File: config.mk
export PLATFORM = sky130hd
export DESIGN_NAME = lennard_jones_pair_energy_sum
export DESIGN_NICKNAME = d
export VERILOG_FILES = /design/src/hdl/ljpes_pkg.sv /design/src/hdl/ljpes_front.sv /design/src/hdl/ljpes_queue.sv /design/src/hdl/ljpes_back.sv /design/src/hdl/lennard_jones_pair_energy_sum.sv
export SDC_FILE = /design/constraint.sdc
export NUM_CORES = 2
export LEC_CHECK = 0
export BUFFER_PORTS_ARGS = -buffer_cell sky130_fd_sc_hd__buf_2
export CORE_MARGIN = 2
export CORE_UTILIZATION = 55
export CTS_CLUSTER_SIZE = 24
export DETAILED_ROUTE_END_ITERATION = 16
export PLACE_DENSITY = 0.76
export SYNTH_ARGS = -nofsm -noshare
export SYNTH_HDL_FRONTEND = slang
export SYNTH_SLANG_ARGS = --single-unit
File: constraint.sdc
create_clock -name clk -period 15.75 [get_ports clk]
set_input_delay 4.725 -clock clk [delete_from_list [all_inputs] [get_ports clk]]
set_output_delay 4.725 -clock clk [all_outputs]
set_load 0.1 [all_outputs]
File: src/hdl/ljpes_pkg.sv
// Shared types and constants for the Lennard-Jones pair energy accumulator.
`timescale 1ns / 1ps
package ljpes_pkg;

  localparam int SUM_WIDTH   = 48;
  localparam int COUNT_WIDTH = 24;
  // Signed width that holds any pair term before it joins the sum.
  localparam int TERM_W      = 70;
  localparam int SQRT_STEPS  = 16;
  localparam int DIV_STEPS   = 20;

  localparam logic signed [SUM_WIDTH-1:0] SUM_MAX = {1'b0, {(SUM_WIDTH-1){1'b1}}};
  localparam logic signed [SUM_WIDTH-1:0] SUM_MIN = {1'b1, {(SUM_WIDTH-1){1'b0}}};

  typedef struct packed {
    logic [15:0] radius_a;
    logic [15:0] radius_b;
    logic [15:0] depth_a;
    logic [15:0] depth_b;
    logic [15:0] distance;
    logic        last_pair;
  } in_word_t;

  typedef struct packed {
    logic signed [SUM_WIDTH-1:0] total_energy;
    logic                        saturated;
    logic [COUNT_WIDTH-1:0]      pairs_added;
  } out_word_t;

  // Classified pair as it travels from the front to the back.
  typedef struct packed {
    logic [16:0] radius_sum;
    logic [31:0] depth_prod;
    logic [15:0] distance;
    logic        last_pair;
    logic        in_cutoff;
  } pair_word_t;

  typedef enum logic [3:0] {
    ST_IDLE, ST_ITER, ST_CHK, ST_MQ, ST_MR2, ST_MX, ST_MR6, ST_MHL,
    ST_MLL, ST_MM, ST_MDIFF, ST_MLO, ST_MHI, ST_TERM, ST_ACC, ST_FIN
  } back_state_t;

endpackage

File: src/hdl/ljpes_front.sv
// Front end: holds the cutoff register, takes pairs and classifies them.
`timescale 1ns / 1ps
module ljpes_front (
  input  logic                 clk,
  input  logic                 rst,
  input  logic                 cfg_valid,
  output logic                 cfg_ready,
  input  logic [15:0]          cfg_data,
  input  logic                 in_valid,
  output logic                 in_ready,
  input  ljpes_pkg::in_word_t  in_data,
  output logic                 push,
  input  logic                 push_ready,
  output ljpes_pkg::pair_word_t push_data
);

  logic                  cutoff;
  logic [15:0]           cutoff_distance;
  logic                  stage_valid;
  ljpes_pkg::pair_word_t stage;
  ljpes_pkg::pair_word_t stage_next;

  assign cfg_ready = 1'b1;

  // Cutoff register; zero means every pair is used.
  always_ff @(posedge clk) begin
    if (rst) begin
      cutoff_distance <= '0;
    end else if (cfg_valid) begin
      cutoff_distance <= cfg_data;
    end
  end

  assign cutoff = (cutoff_distance == 16'd0) || (in_data.distance < cutoff_distance);

  // Radius sum and depth product for the incoming word.
  always_comb begin
    stage_next.radius_sum = 17'(in_data.radius_a) + 17'(in_data.radius_b);
    stage_next.depth_prod = 32'(in_data.depth_a) * 32'(in_data.depth_b);
    stage_next.distance   = in_data.distance;
    stage_next.last_pair  = in_data.last_pair;
    stage_next.in_cutoff  = cutoff;
  end

  assign in_ready  = !stage_valid || push_ready;
  assign push      = stage_valid;
  assign push_data = stage;

  // One register stage ahead of the queue.
  always_ff @(posedge clk) begin
    if (rst) begin
      stage_valid <= 1'b0;
    end else if (in_ready) begin
      stage_valid <= in_valid;
    end
  end

  always_ff @(posedge clk) begin
    if (in_ready && in_valid) begin
      stage <= stage_next;
    end
  end

endmodule

File: src/hdl/ljpes_queue.sv
// Two-entry queue between the front end and the back end.
`timescale 1ns / 1ps
module ljpes_queue (
  input  logic                  clk,
  input  logic                  rst,
  input  logic                  push,
  output logic                  push_ready,
  input  ljpes_pkg::pair_word_t push_data,
  output logic                  pop_valid,
  input  logic                  pop,
  output ljpes_pkg::pair_word_t pop_data
);

  ljpes_pkg::pair_word_t mem [2];
  logic       wr_ptr;
  logic       rd_ptr;
  logic [1:0] count;
  logic       do_push;
  logic       do_pop;

  assign push_ready = (count != 2'd2);
  assign pop_valid  = (count != 2'd0);
  assign do_push    = push && push_ready;
  assign do_pop     = pop && pop_valid;
  assign pop_data   = mem[rd_ptr];

  always_ff @(posedge clk) begin
    if (do_push) begin
      mem[wr_ptr] <= push_data;
    end
  end

  // Pointers and fill count.
  always_ff @(posedge clk) begin
    if (rst) begin
      wr_ptr <= 1'b0;
      rd_ptr <= 1'b0;
      count  <= 2'd0;
    end else begin
      if (do_push) begin
        wr_ptr <= !wr_ptr;
      end
      if (do_pop) begin
        rd_ptr <= !rd_ptr;
      end
      if (do_push && !do_pop) begin
        count <= count + 2'd1;
      end else if (do_pop && !do_push) begin
        count <= count - 2'd1;
      end
    end
  end

endmodule

File: src/hdl/ljpes_back.sv
// Back end: square root, ratio division, power chain, term and running sum.
`timescale 1ns / 1ps
module ljpes_back (
  input  logic                  clk,
  input  logic                  rst,
  input  logic                  pop_valid,
  output logic                  pop,
  input  ljpes_pkg::pair_word_t pop_data,
  output logic                  out_valid,
  input  logic                  out_ready,
  output ljpes_pkg::out_word_t  out_data
);

  localparam int SW = ljpes_pkg::SUM_WIDTH;
  localparam int CW = ljpes_pkg::COUNT_WIDTH;
  localparam int TW = ljpes_pkg::TERM_W;
  localparam int SX = TW + 1;

  ljpes_pkg::back_state_t state;
  ljpes_pkg::back_state_t state_next;

  logic [15:0] pair_dist;
  logic        last;
  logic        use_pair;
  logic        huge;
  logic [4:0]  iter_cnt;
  logic [31:0] sq_n;
  logic [31:0] sq_res;
  logic [31:0] sq_bit;
  logic [32:0] sq_try;
  logic [15:0] div_rem;
  logic [19:0] div_sh;
  logic [19:0] div_q;
  logic [16:0] div_try;
  logic [15:0] e;
  logic [31:0] mul_a;
  logic [31:0] mul_b;
  logic [63:0] prod;
  logic [23:0] r2;
  logic [39:0] r6;
  logic [63:0] acc;
  logic [40:0] two_r6;
  logic [63:0] m;
  logic        m_neg;
  logic [47:0] plo;
  logic [79:0] p_full;
  logic [80:0] p_ceil;
  logic [67:0] t_pos;
  logic signed [TW-1:0] term;
  logic        term_sat;
  logic signed [SX-1:0] sum_wide;
  logic signed [SW-1:0] energy_sum;
  logic        saturation_seen;
  logic [CW-1:0] pair_counter;
  logic        out_free;
  logic        emit;

  assign e        = sq_res[15:0];
  assign out_free = !out_valid || out_ready;
  assign pop      = (state == ljpes_pkg::ST_IDLE) && pop_valid;
  assign emit     = (state == ljpes_pkg::ST_FIN) && last && out_free;

  // One shared 32 by 32 multiplier; its operands follow the step.
  always_comb begin
    mul_a = '0;
    mul_b = '0;
    unique case (state)
      ljpes_pkg::ST_MQ: begin
        mul_a = 32'(div_q);
        mul_b = 32'(div_q);
      end
      ljpes_pkg::ST_MR2: begin
        mul_a = 32'(prod[39:16]);
        mul_b = 32'(prod[39:16]);
      end
      ljpes_pkg::ST_MX: begin
        mul_a = prod[47:16];
        mul_b = 32'(r2);
      end
      ljpes_pkg::ST_MR6: begin
        mul_a = 32'(prod[55:32]);
        mul_b = 32'(prod[55:32]);
      end
      ljpes_pkg::ST_MHL: begin
        mul_a = 32'(r6[39:16]);
        mul_b = 32'(r6[15:0]);
      end
      ljpes_pkg::ST_MLL: begin
        mul_a = 32'(r6[15:0]);
        mul_b = 32'(r6[15:0]);
      end
      ljpes_pkg::ST_MLO: begin
        mul_a = m[31:0];
        mul_b = 32'(e);
      end
      ljpes_pkg::ST_MHI: begin
        mul_a = m[63:32];
        mul_b = 32'(e);
      end
      default: begin
        mul_a = '0;
        mul_b = '0;
      end
    endcase
  end

  always_ff @(posedge clk) begin
    prod <= 64'(mul_a) * 64'(mul_b);
  end

  // Iteration steps for the square root and the restoring division.
  assign sq_try  = 33'(sq_res) + 33'(sq_bit);
  assign div_try = {div_rem, div_sh[19]};
  assign two_r6  = {r6, 1'b0};

  // Final term from the two partial products of magnitude times depth.
  always_comb begin
    p_full = {prod[47:0], 32'b0} + {32'b0, plo};
    p_ceil = 81'(p_full) + 81'd4095;
    t_pos  = p_full[79:12];
  end

  assign sum_wide = SX'(energy_sum) + SX'(term);

  // Sequencer state register.
  always_ff @(posedge clk) begin
    if (rst) begin
      state <= ljpes_pkg::ST_IDLE;
    end else begin
      state <= state_next;
    end
  end

  always_comb begin
    state_next = state;
    unique case (state)
      ljpes_pkg::ST_IDLE: begin
        if (pop_valid) begin
          state_next = pop_data.in_cutoff ? ljpes_pkg::ST_ITER : ljpes_pkg::ST_FIN;
        end
      end
      ljpes_pkg::ST_ITER: begin
        if (iter_cnt == 5'(ljpes_pkg::DIV_STEPS - 1)) begin
          state_next = ljpes_pkg::ST_CHK;
        end
      end
      ljpes_pkg::ST_CHK: begin
        if (e == 16'd0 || huge) begin
          state_next = ljpes_pkg::ST_ACC;
        end else begin
          state_next = ljpes_pkg::ST_MQ;
        end
      end
      ljpes_pkg::ST_MQ:    state_next = ljpes_pkg::ST_MR2;
      ljpes_pkg::ST_MR2:   state_next = ljpes_pkg::ST_MX;
      ljpes_pkg::ST_MX:    state_next = ljpes_pkg::ST_MR6;
      ljpes_pkg::ST_MR6:   state_next = ljpes_pkg::ST_MHL;
      ljpes_pkg::ST_MHL:   state_next = ljpes_pkg::ST_MLL;
      ljpes_pkg::ST_MLL:   state_next = ljpes_pkg::ST_MM;
      ljpes_pkg::ST_MM:    state_next = ljpes_pkg::ST_MDIFF;
      ljpes_pkg::ST_MDIFF: state_next = ljpes_pkg::ST_MLO;
      ljpes_pkg::ST_MLO:   state_next = ljpes_pkg::ST_MHI;
      ljpes_pkg::ST_MHI:   state_next = ljpes_pkg::ST_TERM;
      ljpes_pkg::ST_TERM:  state_next = ljpes_pkg::ST_ACC;
      ljpes_pkg::ST_ACC:   state_next = ljpes_pkg::ST_FIN;
      ljpes_pkg::ST_FIN: begin
        if (!last || out_free) begin
          state_next = ljpes_pkg::ST_IDLE;
        end
      end
      default: state_next = ljpes_pkg::ST_IDLE;
    endcase
  end

  // Per-pair datapath registers.
  always_ff @(posedge clk) begin
    unique case (state)
      ljpes_pkg::ST_IDLE: begin
        pair_dist <= pop_data.distance;
        last      <= pop_data.last_pair;
        use_pair  <= pop_data.in_cutoff;
        huge      <= 20'(pop_data.radius_sum) >= {pop_data.distance, 4'b0};
        iter_cnt  <= '0;
        sq_n      <= pop_data.depth_prod;
        sq_res    <= '0;
        sq_bit    <= 32'h4000_0000;
        div_rem   <= 16'(pop_data.radius_sum[16:4]);
        div_sh    <= {pop_data.radius_sum[3:0], 16'b0};
        div_q     <= '0;
      end
      ljpes_pkg::ST_ITER: begin
        iter_cnt <= iter_cnt + 5'd1;
        if (iter_cnt < 5'(ljpes_pkg::SQRT_STEPS)) begin
          if (33'(sq_n) >= sq_try) begin
            sq_n   <= sq_n - sq_try[31:0];
            sq_res <= (sq_res >> 1) + sq_bit;
          end else begin
            sq_res <= sq_res >> 1;
          end
          sq_bit <= sq_bit >> 2;
        end
        div_sh <= {div_sh[18:0], 1'b0};
        if (div_try >= {1'b0, pair_dist}) begin
          div_rem <= 16'(div_try - {1'b0, pair_dist});
          div_q   <= {div_q[18:0], 1'b1};
        end else begin
          div_rem <= div_try[15:0];
          div_q   <= {div_q[18:0], 1'b0};
        end
      end
      ljpes_pkg::ST_CHK: begin
        if (e == 16'd0) begin
          term     <= '0;
          term_sat <= 1'b0;
        end else begin
          term     <= TW'(ljpes_pkg::SUM_MAX);
          term_sat <= 1'b1;
        end
      end
      ljpes_pkg::ST_MR2: r2 <= prod[39:16];
      ljpes_pkg::ST_MR6: r6 <= prod[55:16];
      ljpes_pkg::ST_MHL: acc <= {prod[47:0], 16'b0};
      ljpes_pkg::ST_MLL: acc <= acc + {prod[62:0], 1'b0};
      ljpes_pkg::ST_MM:  acc <= acc + 64'(prod[63:16]);
      ljpes_pkg::ST_MDIFF: begin
        if (acc >= 64'(two_r6)) begin
          m     <= acc - 64'(two_r6);
          m_neg <= 1'b0;
        end else begin
          m     <= 64'(two_r6) - acc;
          m_neg <= 1'b1;
        end
      end
      ljpes_pkg::ST_MHI: plo <= prod[47:0];
      ljpes_pkg::ST_TERM: begin
        if (m_neg) begin
          term     <= -$signed({1'b0, p_ceil[80:12]});
          term_sat <= 1'b0;
        end else if (t_pos > 68'(ljpes_pkg::SUM_MAX)) begin
          term     <= TW'(ljpes_pkg::SUM_MAX);
          term_sat <= 1'b1;
        end else begin
          term     <= $signed({2'b0, t_pos});
          term_sat <= 1'b0;
        end
      end
      default: begin
      end
    endcase
  end

  // Running sum, saturation flag and pair count.
  always_ff @(posedge clk) begin
    if (rst) begin
      energy_sum      <= '0;
      saturation_seen <= 1'b0;
      pair_counter    <= '0;
    end else if (state == ljpes_pkg::ST_ACC) begin
      if (sum_wide > SX'(ljpes_pkg::SUM_MAX)) begin
        energy_sum      <= ljpes_pkg::SUM_MAX;
        saturation_seen <= 1'b1;
      end else if (sum_wide < SX'(ljpes_pkg::SUM_MIN)) begin
        energy_sum      <= ljpes_pkg::SUM_MIN;
        saturation_seen <= 1'b1;
      end else begin
        energy_sum <= sum_wide[SW-1:0];
        if (term_sat) begin
          saturation_seen <= 1'b1;
        end
      end
      if (pair_counter != '1) begin
        pair_counter <= pair_counter + CW'(1);
      end
    end else if (emit) begin
      energy_sum      <= '0;
      saturation_seen <= 1'b0;
      pair_counter    <= '0;
    end
  end

  // Output register, so the sum of the next set can go on while a word waits.
  always_ff @(posedge clk) begin
    if (rst) begin
      out_valid <= 1'b0;
    end else if (emit) begin
      out_valid <= 1'b1;
    end else if (out_ready) begin
      out_valid <= 1'b0;
    end
  end

  always_ff @(posedge clk) begin
    if (emit) begin
      out_data.total_energy <= energy_sum;
      out_data.saturated    <= saturation_seen;
      out_data.pairs_added  <= pair_counter;
    end
  end

  // A pair is only taken from the queue while the sequencer is idle.
  a_pop_idle: assert property (@(posedge clk) disable iff (rst)
    pop |-> state == ljpes_pkg::ST_IDLE)
    else $error("pair taken while the back end is busy");

  // Emitting a word returns the accumulator to its cleared state.
  a_clear: assert property (@(posedge clk) disable iff (rst)
    emit |=> (energy_sum == '0) && !saturation_seen && (pair_counter == '0))
    else $error("accumulator not cleared after emit");

  // A pair outside the cutoff never reaches the arithmetic steps.
  a_skip: assert property (@(posedge clk) disable iff (rst)
    (state == ljpes_pkg::ST_ITER) |-> use_pair)
    else $error("pair outside the cutoff entered the arithmetic");

  // A word is never loaded over one the receiver has not taken.
  a_no_overwrite: assert property (@(posedge clk) disable iff (rst)
    emit |-> (!out_valid || out_ready))
    else $error("output word overwritten");

endmodule

File: src/hdl/lennard_jones_pair_energy_sum.sv
// Top level of the Lennard-Jones 12-6 pair energy accumulator.
//
// Usage: pairs arrive on in_valid/in_ready/in_data, one word per pair. A
// pair whose distance is below cutoff_distance (or any pair when the cutoff
// is zero) adds E*((R/d)^12 - 2*(R/d)^6) to a saturating Q31.16 sum. The
// pair with last_pair set closes the set: one word with the total, the
// saturation flag and the pair count leaves on out_valid/out_ready/out_data
// and the sum, flag and count return to zero.
// The cutoff is written through cfg_valid/cfg_data; cfg_ready is always high.
// A pair inside the cutoff holds the back end until it is done, through
// the 20-step iterative ratio division (the square root runs beside it)
// and eleven steps around the one shared multiplier; with a zero depth
// or a huge ratio it skips the multiplier steps. A pair outside the cutoff
// skips the arithmetic. A front register and a two-entry queue take pairs
// meanwhile. The result word is registered once its last pair is done.
// Reset (rst, synchronous) clears the cutoff, the sum, the front register and the queue.
// While the receiver stalls, the result word holds; the back end waits on
// the next last pair only, and then the queue and front fill and in_ready
// drops.
`timescale 1ns / 1ps
module lennard_jones_pair_energy_sum (
  input  logic                 clk,
  input  logic                 rst,
  input  logic                 cfg_valid,
  output logic                 cfg_ready,
  input  logic [15:0]          cfg_data,
  input  logic                 in_valid,
  output logic                 in_ready,
  input  ljpes_pkg::in_word_t  in_data,
  output logic                 out_valid,
  input  logic                 out_ready,
  output ljpes_pkg::out_word_t out_data
);

  logic                  push;
  logic                  push_ready;
  ljpes_pkg::pair_word_t push_data;
  logic                  pop_valid;
  logic                  pop;
  ljpes_pkg::pair_word_t pop_data;

  ljpes_front u_front (
    .clk        (clk),
    .rst        (rst),
    .cfg_valid  (cfg_valid),
    .cfg_ready  (cfg_ready),
    .cfg_data   (cfg_data),
    .in_valid   (in_valid),
    .in_ready   (in_ready),
    .in_data    (in_data),
    .push       (push),
    .push_ready (push_ready),
    .push_data  (push_data)
  );

  ljpes_queue u_queue (
    .clk        (clk),
    .rst        (rst),
    .push       (push),
    .push_ready (push_ready),
    .push_data  (push_data),
    .pop_valid  (pop_valid),
    .pop        (pop),
    .pop_data   (pop_data)
  );

  ljpes_back u_back (
    .clk       (clk),
    .rst       (rst),
    .pop_valid (pop_valid),
    .pop       (pop),
    .pop_data  (pop_data),
    .out_valid (out_valid),
    .out_ready (out_ready),
    .out_data  (out_data)
  );

endmodule

Yosys cells after proc, flatten, opt, wreduce, memory -nomap -nowiden

Memories as Yosys holds them, arrays and structs flattened. A register that Yosys moved wholly into a read port is not among the register bits.
Index checks and enable logic that the tools add are counted.
W data, S select, Z words.

Register bits: 790
Bits in latches: 0
Bits of input ports: 102
Memories kept: 1
Bits in writable memories: 134
Memory bits (read-only): 0

Multiplexer cells: 53
Order comparisons: 9
Equal/unequal tests: 25
Bitwise operators: 0
Shifts and indexed selects: 0
Div/mod/pow operators: 0
Add/sub/neg operators: 17
Reduce and logical (&&, ||, !) cells: 37
$mul: 2

Memory list:

| name        | depth | width | read ports | clocked after Yosys merged registers in | write ports | RTL line          | source |
|---|---|---|---|---|---|---|---|
| u_queue.mem | 2     | 67    | 1          | 1                                       | 1           | ljpes_queue.sv:14 | `ljpes_pkg::pair_word_t mem [2];` |

Operator list:

| cell                     | number |
|---|---|
| $pmux W32 S8             | 1 |
| $mux W48                 | 4 |
| $pmux W32 S2             | 3 |
| $pmux W64 S3             | 1 |
| $mux W32                 | 5 |
| $pmux W24 S6             | 1 |
| $pmux W70 S2             | 1 |
| $add A80 B12 Y81 const B | 1 |
| $add A80 B48 Y80         | 1 |
| $pmux W20 S2             | 2 |
| $mux W24                 | 3 |
| $add A48 B70 Y71         | 1 |
| $gt A71 B48 Y1 const B   | 1 |
| $lt A71 B48 Y1 const B   | 1 |
| $mux W70                 | 1 |
| $neg A69 Y70             | 1 |
| $gt A68 B47 Y1 const B   | 1 |
| $mux W68                 | 1 |
| $add A64 B48 Y64         | 1 |
| $add A64 B64 Y64         | 1 |
| $ge A64 B41 Y1           | 1 |
| $mux W64                 | 1 |
| $pmux W4 S16             | 1 |
| $sub A41 B64 Y64         | 1 |
| 44 further kinds         | 107 |

Logic depth before layout (Yosys ltp)

Depth in word-level cells: 6
Depth in mapped cells: 38

Hierarchy

Synthesis repeated with hierarchy kept, for this count alone.

Cell total of the unflattened synthesis: 9971
Area, all modules: 91576.6 um^2

Modules (own cells, without submodules):

| module      | area each (um^2) | instances | cells an instance |
|---|---|---|---|
| ljpes_back  | 74362.6          | 1         | 8499 |
| ljpes_front | 12156.7          | 1         | 1240 |
| ljpes_queue | 5057.4           | 1         | 232 |

Worst setup path before layout

OpenSTA, ideal clock, no wires.

Kind: input-to-reg
Start point: input port in_data[23] (netlist bit)
End point: register u_front.stage, in the netlist u_front.push_data[46], data pin
Required time: 15.492 ns
Stages on the path: 22
Library setup time: 0.258 ns
Buffers on the path: 1
Setup slack: 5.150 ns
Arrival time: 10.343 ns
Cells stage by stage: clkbuf_1 > nand2_1 > fa_1 > inv_1 > fa_1 > fa_1 > fa_1 > inv_1 > fa_1 > inv_1 > fa_1 > ha_1 > or2_2 > a21oi_1 > a31oi_1 > a41oi_1 > a211oi_1 > a41o_1 > a41o_1 > a21o_1 > a21oi_1 > xnor2_1

RTL lines:

| item                 | RTL line                            | source |
|---|---|---|
| from (decl)          | lennard_jones_pair_energy_sum.sv:29 | `input ljpes_pkg::in_word_t in_data,` |
| to (signal assigned) | ljpes_front.sv:60                   | `stage <= stage_next;` |
| to (decl)            | ljpes_front.sv:20                   | `ljpes_pkg::pair_word_t stage;` |

Worst setup path in the final report

Start point: register u_back.state[2]
End point: register u_back.prod[54]

Longest elaborated chain between the ends: 4
Elaborated cells on any way between the ends: 13
Those cells by class: mul (1); eq/ne (8); mux (2); reduce/logical (2)

RTL lines:

| item                                                | RTL line          | source |
|---|---|---|
| from (decl)                                         | ljpes_back.sv:19  | `ljpes_pkg::back_state_t state;` |
| from (signal assigned)                              | ljpes_back.sv:128 | `state <= ljpes_pkg::ST_IDLE;` |
| from (signal assigned)                              | ljpes_back.sv:130 | `state <= state_next;` |
| $eq A4 B4 Y1 / $eq A4 B3 Y1 (equally long branches) | ljpes_back.sv:67  | `unique case (state)` |
| $reduce_or A2 Y1 (no source line)                   | -                 |  |
| $pmux W24 S6                                        | ljpes_back.sv:67  |  |
| $mul A32 B24 Y56 *                                  | ljpes_back.sv:108 | `prod <= 64'(mul_a) * 64'(mul_b);` |
| to (signal assigned)                                | ljpes_back.sv:108 |  |
| to (decl)                                           | ljpes_back.sv:38  | `logic [63:0] prod;` |

Mark *: on every way between the ends. The rest lies on a longest branch, timed or not.
A chain may end at the register's enable or synchronous reset.

==> results.txt <==
----------------------------------------------------
[Outcome]
  Outcome ... completed

[Yosys]
  Net Count, Synth ... 11500
  Dominant register cell in the synthesized netlist ... sky130_fd_sc_hd__edfxtp_1
  Syn. warnings ... 0
  Most repeated cell in the gate-level netlist after synthesis ... sky130_fd_sc_hd__inv_1
  Portion of the post-synthesis area used by sequential elements ... around 28%
  Synthesized area ... approximately 90000 µm²
  Share of Yosys cell area claimed by the top area cell type ... 24.3%
  Proportion of synthesized flip-flops having asynchronous set or reset ... 0%
  Post-synthesis instance total ... 9864
  Number of distinct library cell variants in the gate-level netlist after synthesis ... between 100 and 150
  Ranking of synthesized cells by instance count ... sky130_fd_sc_hd__inv_1, sky130_fd_sc_hd__nand2_1, sky130_fd_sc_hd__fa_1
  Cell types with the largest area share after synthesis ... sky130_fd_sc_hd__edfxtp_1, sky130_fd_sc_hd__fa_1, sky130_fd_sc_hd__ha_1
  Number of enable flip-flop cells after synthesis ... ~730
  Number of flip-flops and latches in the synthesized netlist ... 885
  Mean area per synthesized cell ... 9.13 µm²
  Post-synth top area cell ... sky130_fd_sc_hd__edfxtp_1

[Floorplanning]
  Row count ... 148
  Die W ... between 400 and 500 µm
  Initial standard-cell utilization of the core ... roughly 55%
  Core ar. ... roughly 160000 µm²
  Height of the chip ... approximately 410 µm
  I/O pins ... about 180
  Die Footprint ... 167000 µm²

[Global routing]
  Initial antenna violation count ... 21
  Vias in the first global route ... between 70000 and 80000
  Pin count of the biggest net entering global routing ... 97
  Global-route wire length before repair ... 432000 µm
  Total overflow reported by the global router ... 0
  Total global-route track usage ... roughly a third

[Placed design]
  RD Place Congestion ... 1.03
  Worst setup slack before clock tree synthesis ... between 4 and 5 ns
  IO buf count ... ~180
  Post-detail-place hpwl ... roughly 220000 µm

[Clocking]
  CTS-repair resized insts ... 0
  Clock tree from TritonCTS ... yes
  Clk sinks ... just under 900
  Latest clock arrival within the worst-skew pair ... about 0.77 ns
  Clock buffer depth ... 3
  Number of setup buffers added after CTS ... 0
  Count of hold-fix buffers inserted at cts ... 0
  TritonCTS buffer count ... 93
  Clock-pin slew of the registers on the worst-case setup and hold paths ... ~0.07 ns
  Number of H-tree branching levels ... 3
  CTS root buf ... sky130_fd_sc_hd__clkbuf_16

[Routing]
  DRC viols ... 0
  Vias post-DR ... 74700
  Average vias per placed instance ... approximately 6
  Iter 0 DRT Violations ... 9033
  Final Routed Wirelength ... ~280000 µm
  Remaining antenna violation count ... 0
  Routed wire per std cell ... 23.2 µm
  First-pass iteration count of the detailed router ... 9

[Timing]
  Total Negative Setup Slacks ... 0 ns
  Time the final worst path needs with I/O delays and setup ... 11.87 ns
  Final number of max-transition violations ... 0
  Setup violation total in the final timing report ... 0
  Tightest slew margin relative to the limit ... 15.6%
  Unrepaired setup endpoints after global routing ... false
  Setup slack after layout ... 3.88 ns
  Worst Max-Slew Pin Slew ... between 1 and 1.5 ns
  Achievable clock frequency ... 84.2 MHz
  Largest clock skew in the final design ... between 0.07 and 0.08 ns
  Final Hold Fails ... 0
  Crit share post-route ... between 70 and 80%

[Setup path]
  Slowest cell on the critical path ... sky130_fd_sc_hd__a31oi_1
  Category of the critical setup timing path ... reg2reg
  Arrival time of data at the critical path endpoint ... 12.52 ns
  Critical path endpoint category ... flip-flop
  Startpoint kind of the worst setup timing path ... flip-flop
  Worst R2R Start ... u_back.state[2]
  Most common cell type on the critical path ... sky130_fd_sc_hd__fa_1
  Critical path required time ... around 16 ns
  Cell count of the worst reg-to-reg path ... 35
  Worst-case register-to-register setup slack ... slightly below 4 ns
  Last element of the critical path ... u_back.prod[54]
  R2r endpoint ... u_back.prod[54]
  Worst-path fanout max ... 81
  Launching instance or port of the critical path ... u_back.state[2]
  Delay of the slowest critical-path stage ... ~1 ns

[Finish]
  Number of nets at the end of the flow ... roughly 12000
  Fraction of layout cells with a size suffix above 1 ... approximately 6.6%
  Relative area change from synthesis to final layout ... 7.47%

[Run]
  Maximum capacitance violations ... 0

[Pwr]
  Power density over cell area ... 162 nW/µm²
  Lkg Pwr ... around 43 nW
  Max rail drop VDD ... 0.207 mV

[Min path]
  Tightest Hold Check Type ... reg2reg
  Hold depth ... 0

----------------------------------------------------
-- per-stage QoR --
step | instance area, µm² | cells | power, mW | util [%] | hold slack (ns)
floorplan | 90000 | 9864 | 10.4 | - | 0.421
global placement | 93400 | 12000 | 12.9 | 57.5 | 0.423
detailed placement | 93400 | 12000 | 13.1 | 57.5 | 0.423
CTS | 96800 | 12100 | 15.6 | 59.5 | 0.417
global route | 96800 | 12100 | 16.8 | 59.5 | 0.424
finish | 96800 | 12200 | 15.7 | 59.5 | 0.418
-- worst min path at each step --
stage,slack [ns],from,to
4_1_cts,0.42,u_front.push_data[40],u_queue.mem[0][40]
5_1_grt,0.42,u_front.push_data[42],u_queue.mem[0][42]
3_5_place_dp,0.42,u_back.prod[30],u_back.plo[30]
2_1_floorplan,0.42,u_front.push_data[0],u_queue.mem[0][0]
6_report,0.42,u_front.push_data[40],u_queue.mem[1][40]
3_3_place_gp,0.42,u_front.push_data[13],u_queue.mem[0][13]
-- cell type report --
cell class	instances	area, µm²
Clock inverter	70	873
Clock buffer	105	2440
Multi-Input combinational cell	7223	58500
Timing Repair Buffer	342	2130
Antenna cell	7	17.5
Tap cell	2175	2720
Inverter	1344	5050
Fill cell	14000	65800
Sequential cell	885	25000
-- worst max-delay path, delay by kind of cell (launching register included) --
family,cells,cell delay (ns)
AOI/OAI and AO/OA,13,3.97
xor gates and xnor gates,1,0.14
adders and majority gates,8,4.03
buffers and inverters,7,1.50
DFF,1,0.61
and+or+nand+nor,6,1.45
-- power breakdown --
part | internal, mW | total, mW | switching, mW
registers | 3.37 | 3.81 | 0.438
clock network | 1.34 | 2.38 | 1.04
logic | 3.45 | 9.53 | 6.08
-- state kept, by name (all words and copies together), names as in the netlist, 16 cells and up, named ones only --
name                     flops
u_back.sq_n                 32
u_queue.mem                134
u_front.push_data           67
u_back.pair_dist            16
u_back.acc                  64
u_back.term                 70
u_back.pair_counter         24
u_back.sq_res               32
u_back.prod                 56
u_back.sq_bit               16
u_back.r2                   24
u_back.energy_sum           48
u_back.m                    64
u_back.out_data             73
u_front.cutoff_distance     16
u_back.r6                   40
u_back.div_q                20
u_back.plo                  48
u_back.div_rem              16
-- placed cells by master, fill, tap and decap left out, drive strengths merged, types with 99 or more instances in the layout --
| cell type | count |
|---|---|
| a21o | 174 |
| dfxtp | 156 |
| buf | 342 |
| nand2 | 1173 |
| edfxtp | 729 |
| nor3 | 191 |
| inv | 1352 |
| o21bai | 100 |
| and3 | 124 |
| and2 | 152 |
| ha | 678 |
| xnor2 | 318 |
| nand3 | 159 |
| fa | 861 |
| o21ai | 405 |
| nor2 | 769 |
| a21oi | 616 |
| xor2 | 216 |
| nand4 | 99 |
| clkbuf | 105 |
-- cells by family (layout without fill, tap and decap cells) --
| group | Yosys count | count (layout) | synth area share (%) |
|---|---|---|---|
| AND/OR/NAND/NOR | 3076 | 3076 | 15.9 |
| AO/OA/AOI/OAI | 1952 | 1952 | 13.8 |
| buffers and inverters | 1756 | 1861 | 7.39 |
| adder cells (fa/ha/maj) | 1539 | 1539 | 28.6 |
| flip-flops | 885 | 885 | 27.8 |
| XOR/XNOR | 534 | 534 | 5.22 |
| multiplexers | 121 | 121 | 1.38 |
| other | 1 | 8 | 0.00416 |
-- routing by layer --
metal / GRT usage (%) / share of wire [%] / vias to the layer above
li1: - / - / 33500
met1: 44.1 / 39 / 36300
met2: 52.7 / 45 / 4095
met3: 7.28 / 11 / 819
met4: 15.2 / 5.2 / 14
met5: 0 / 0.051 / -
Power figures use the tool's default switching activity.
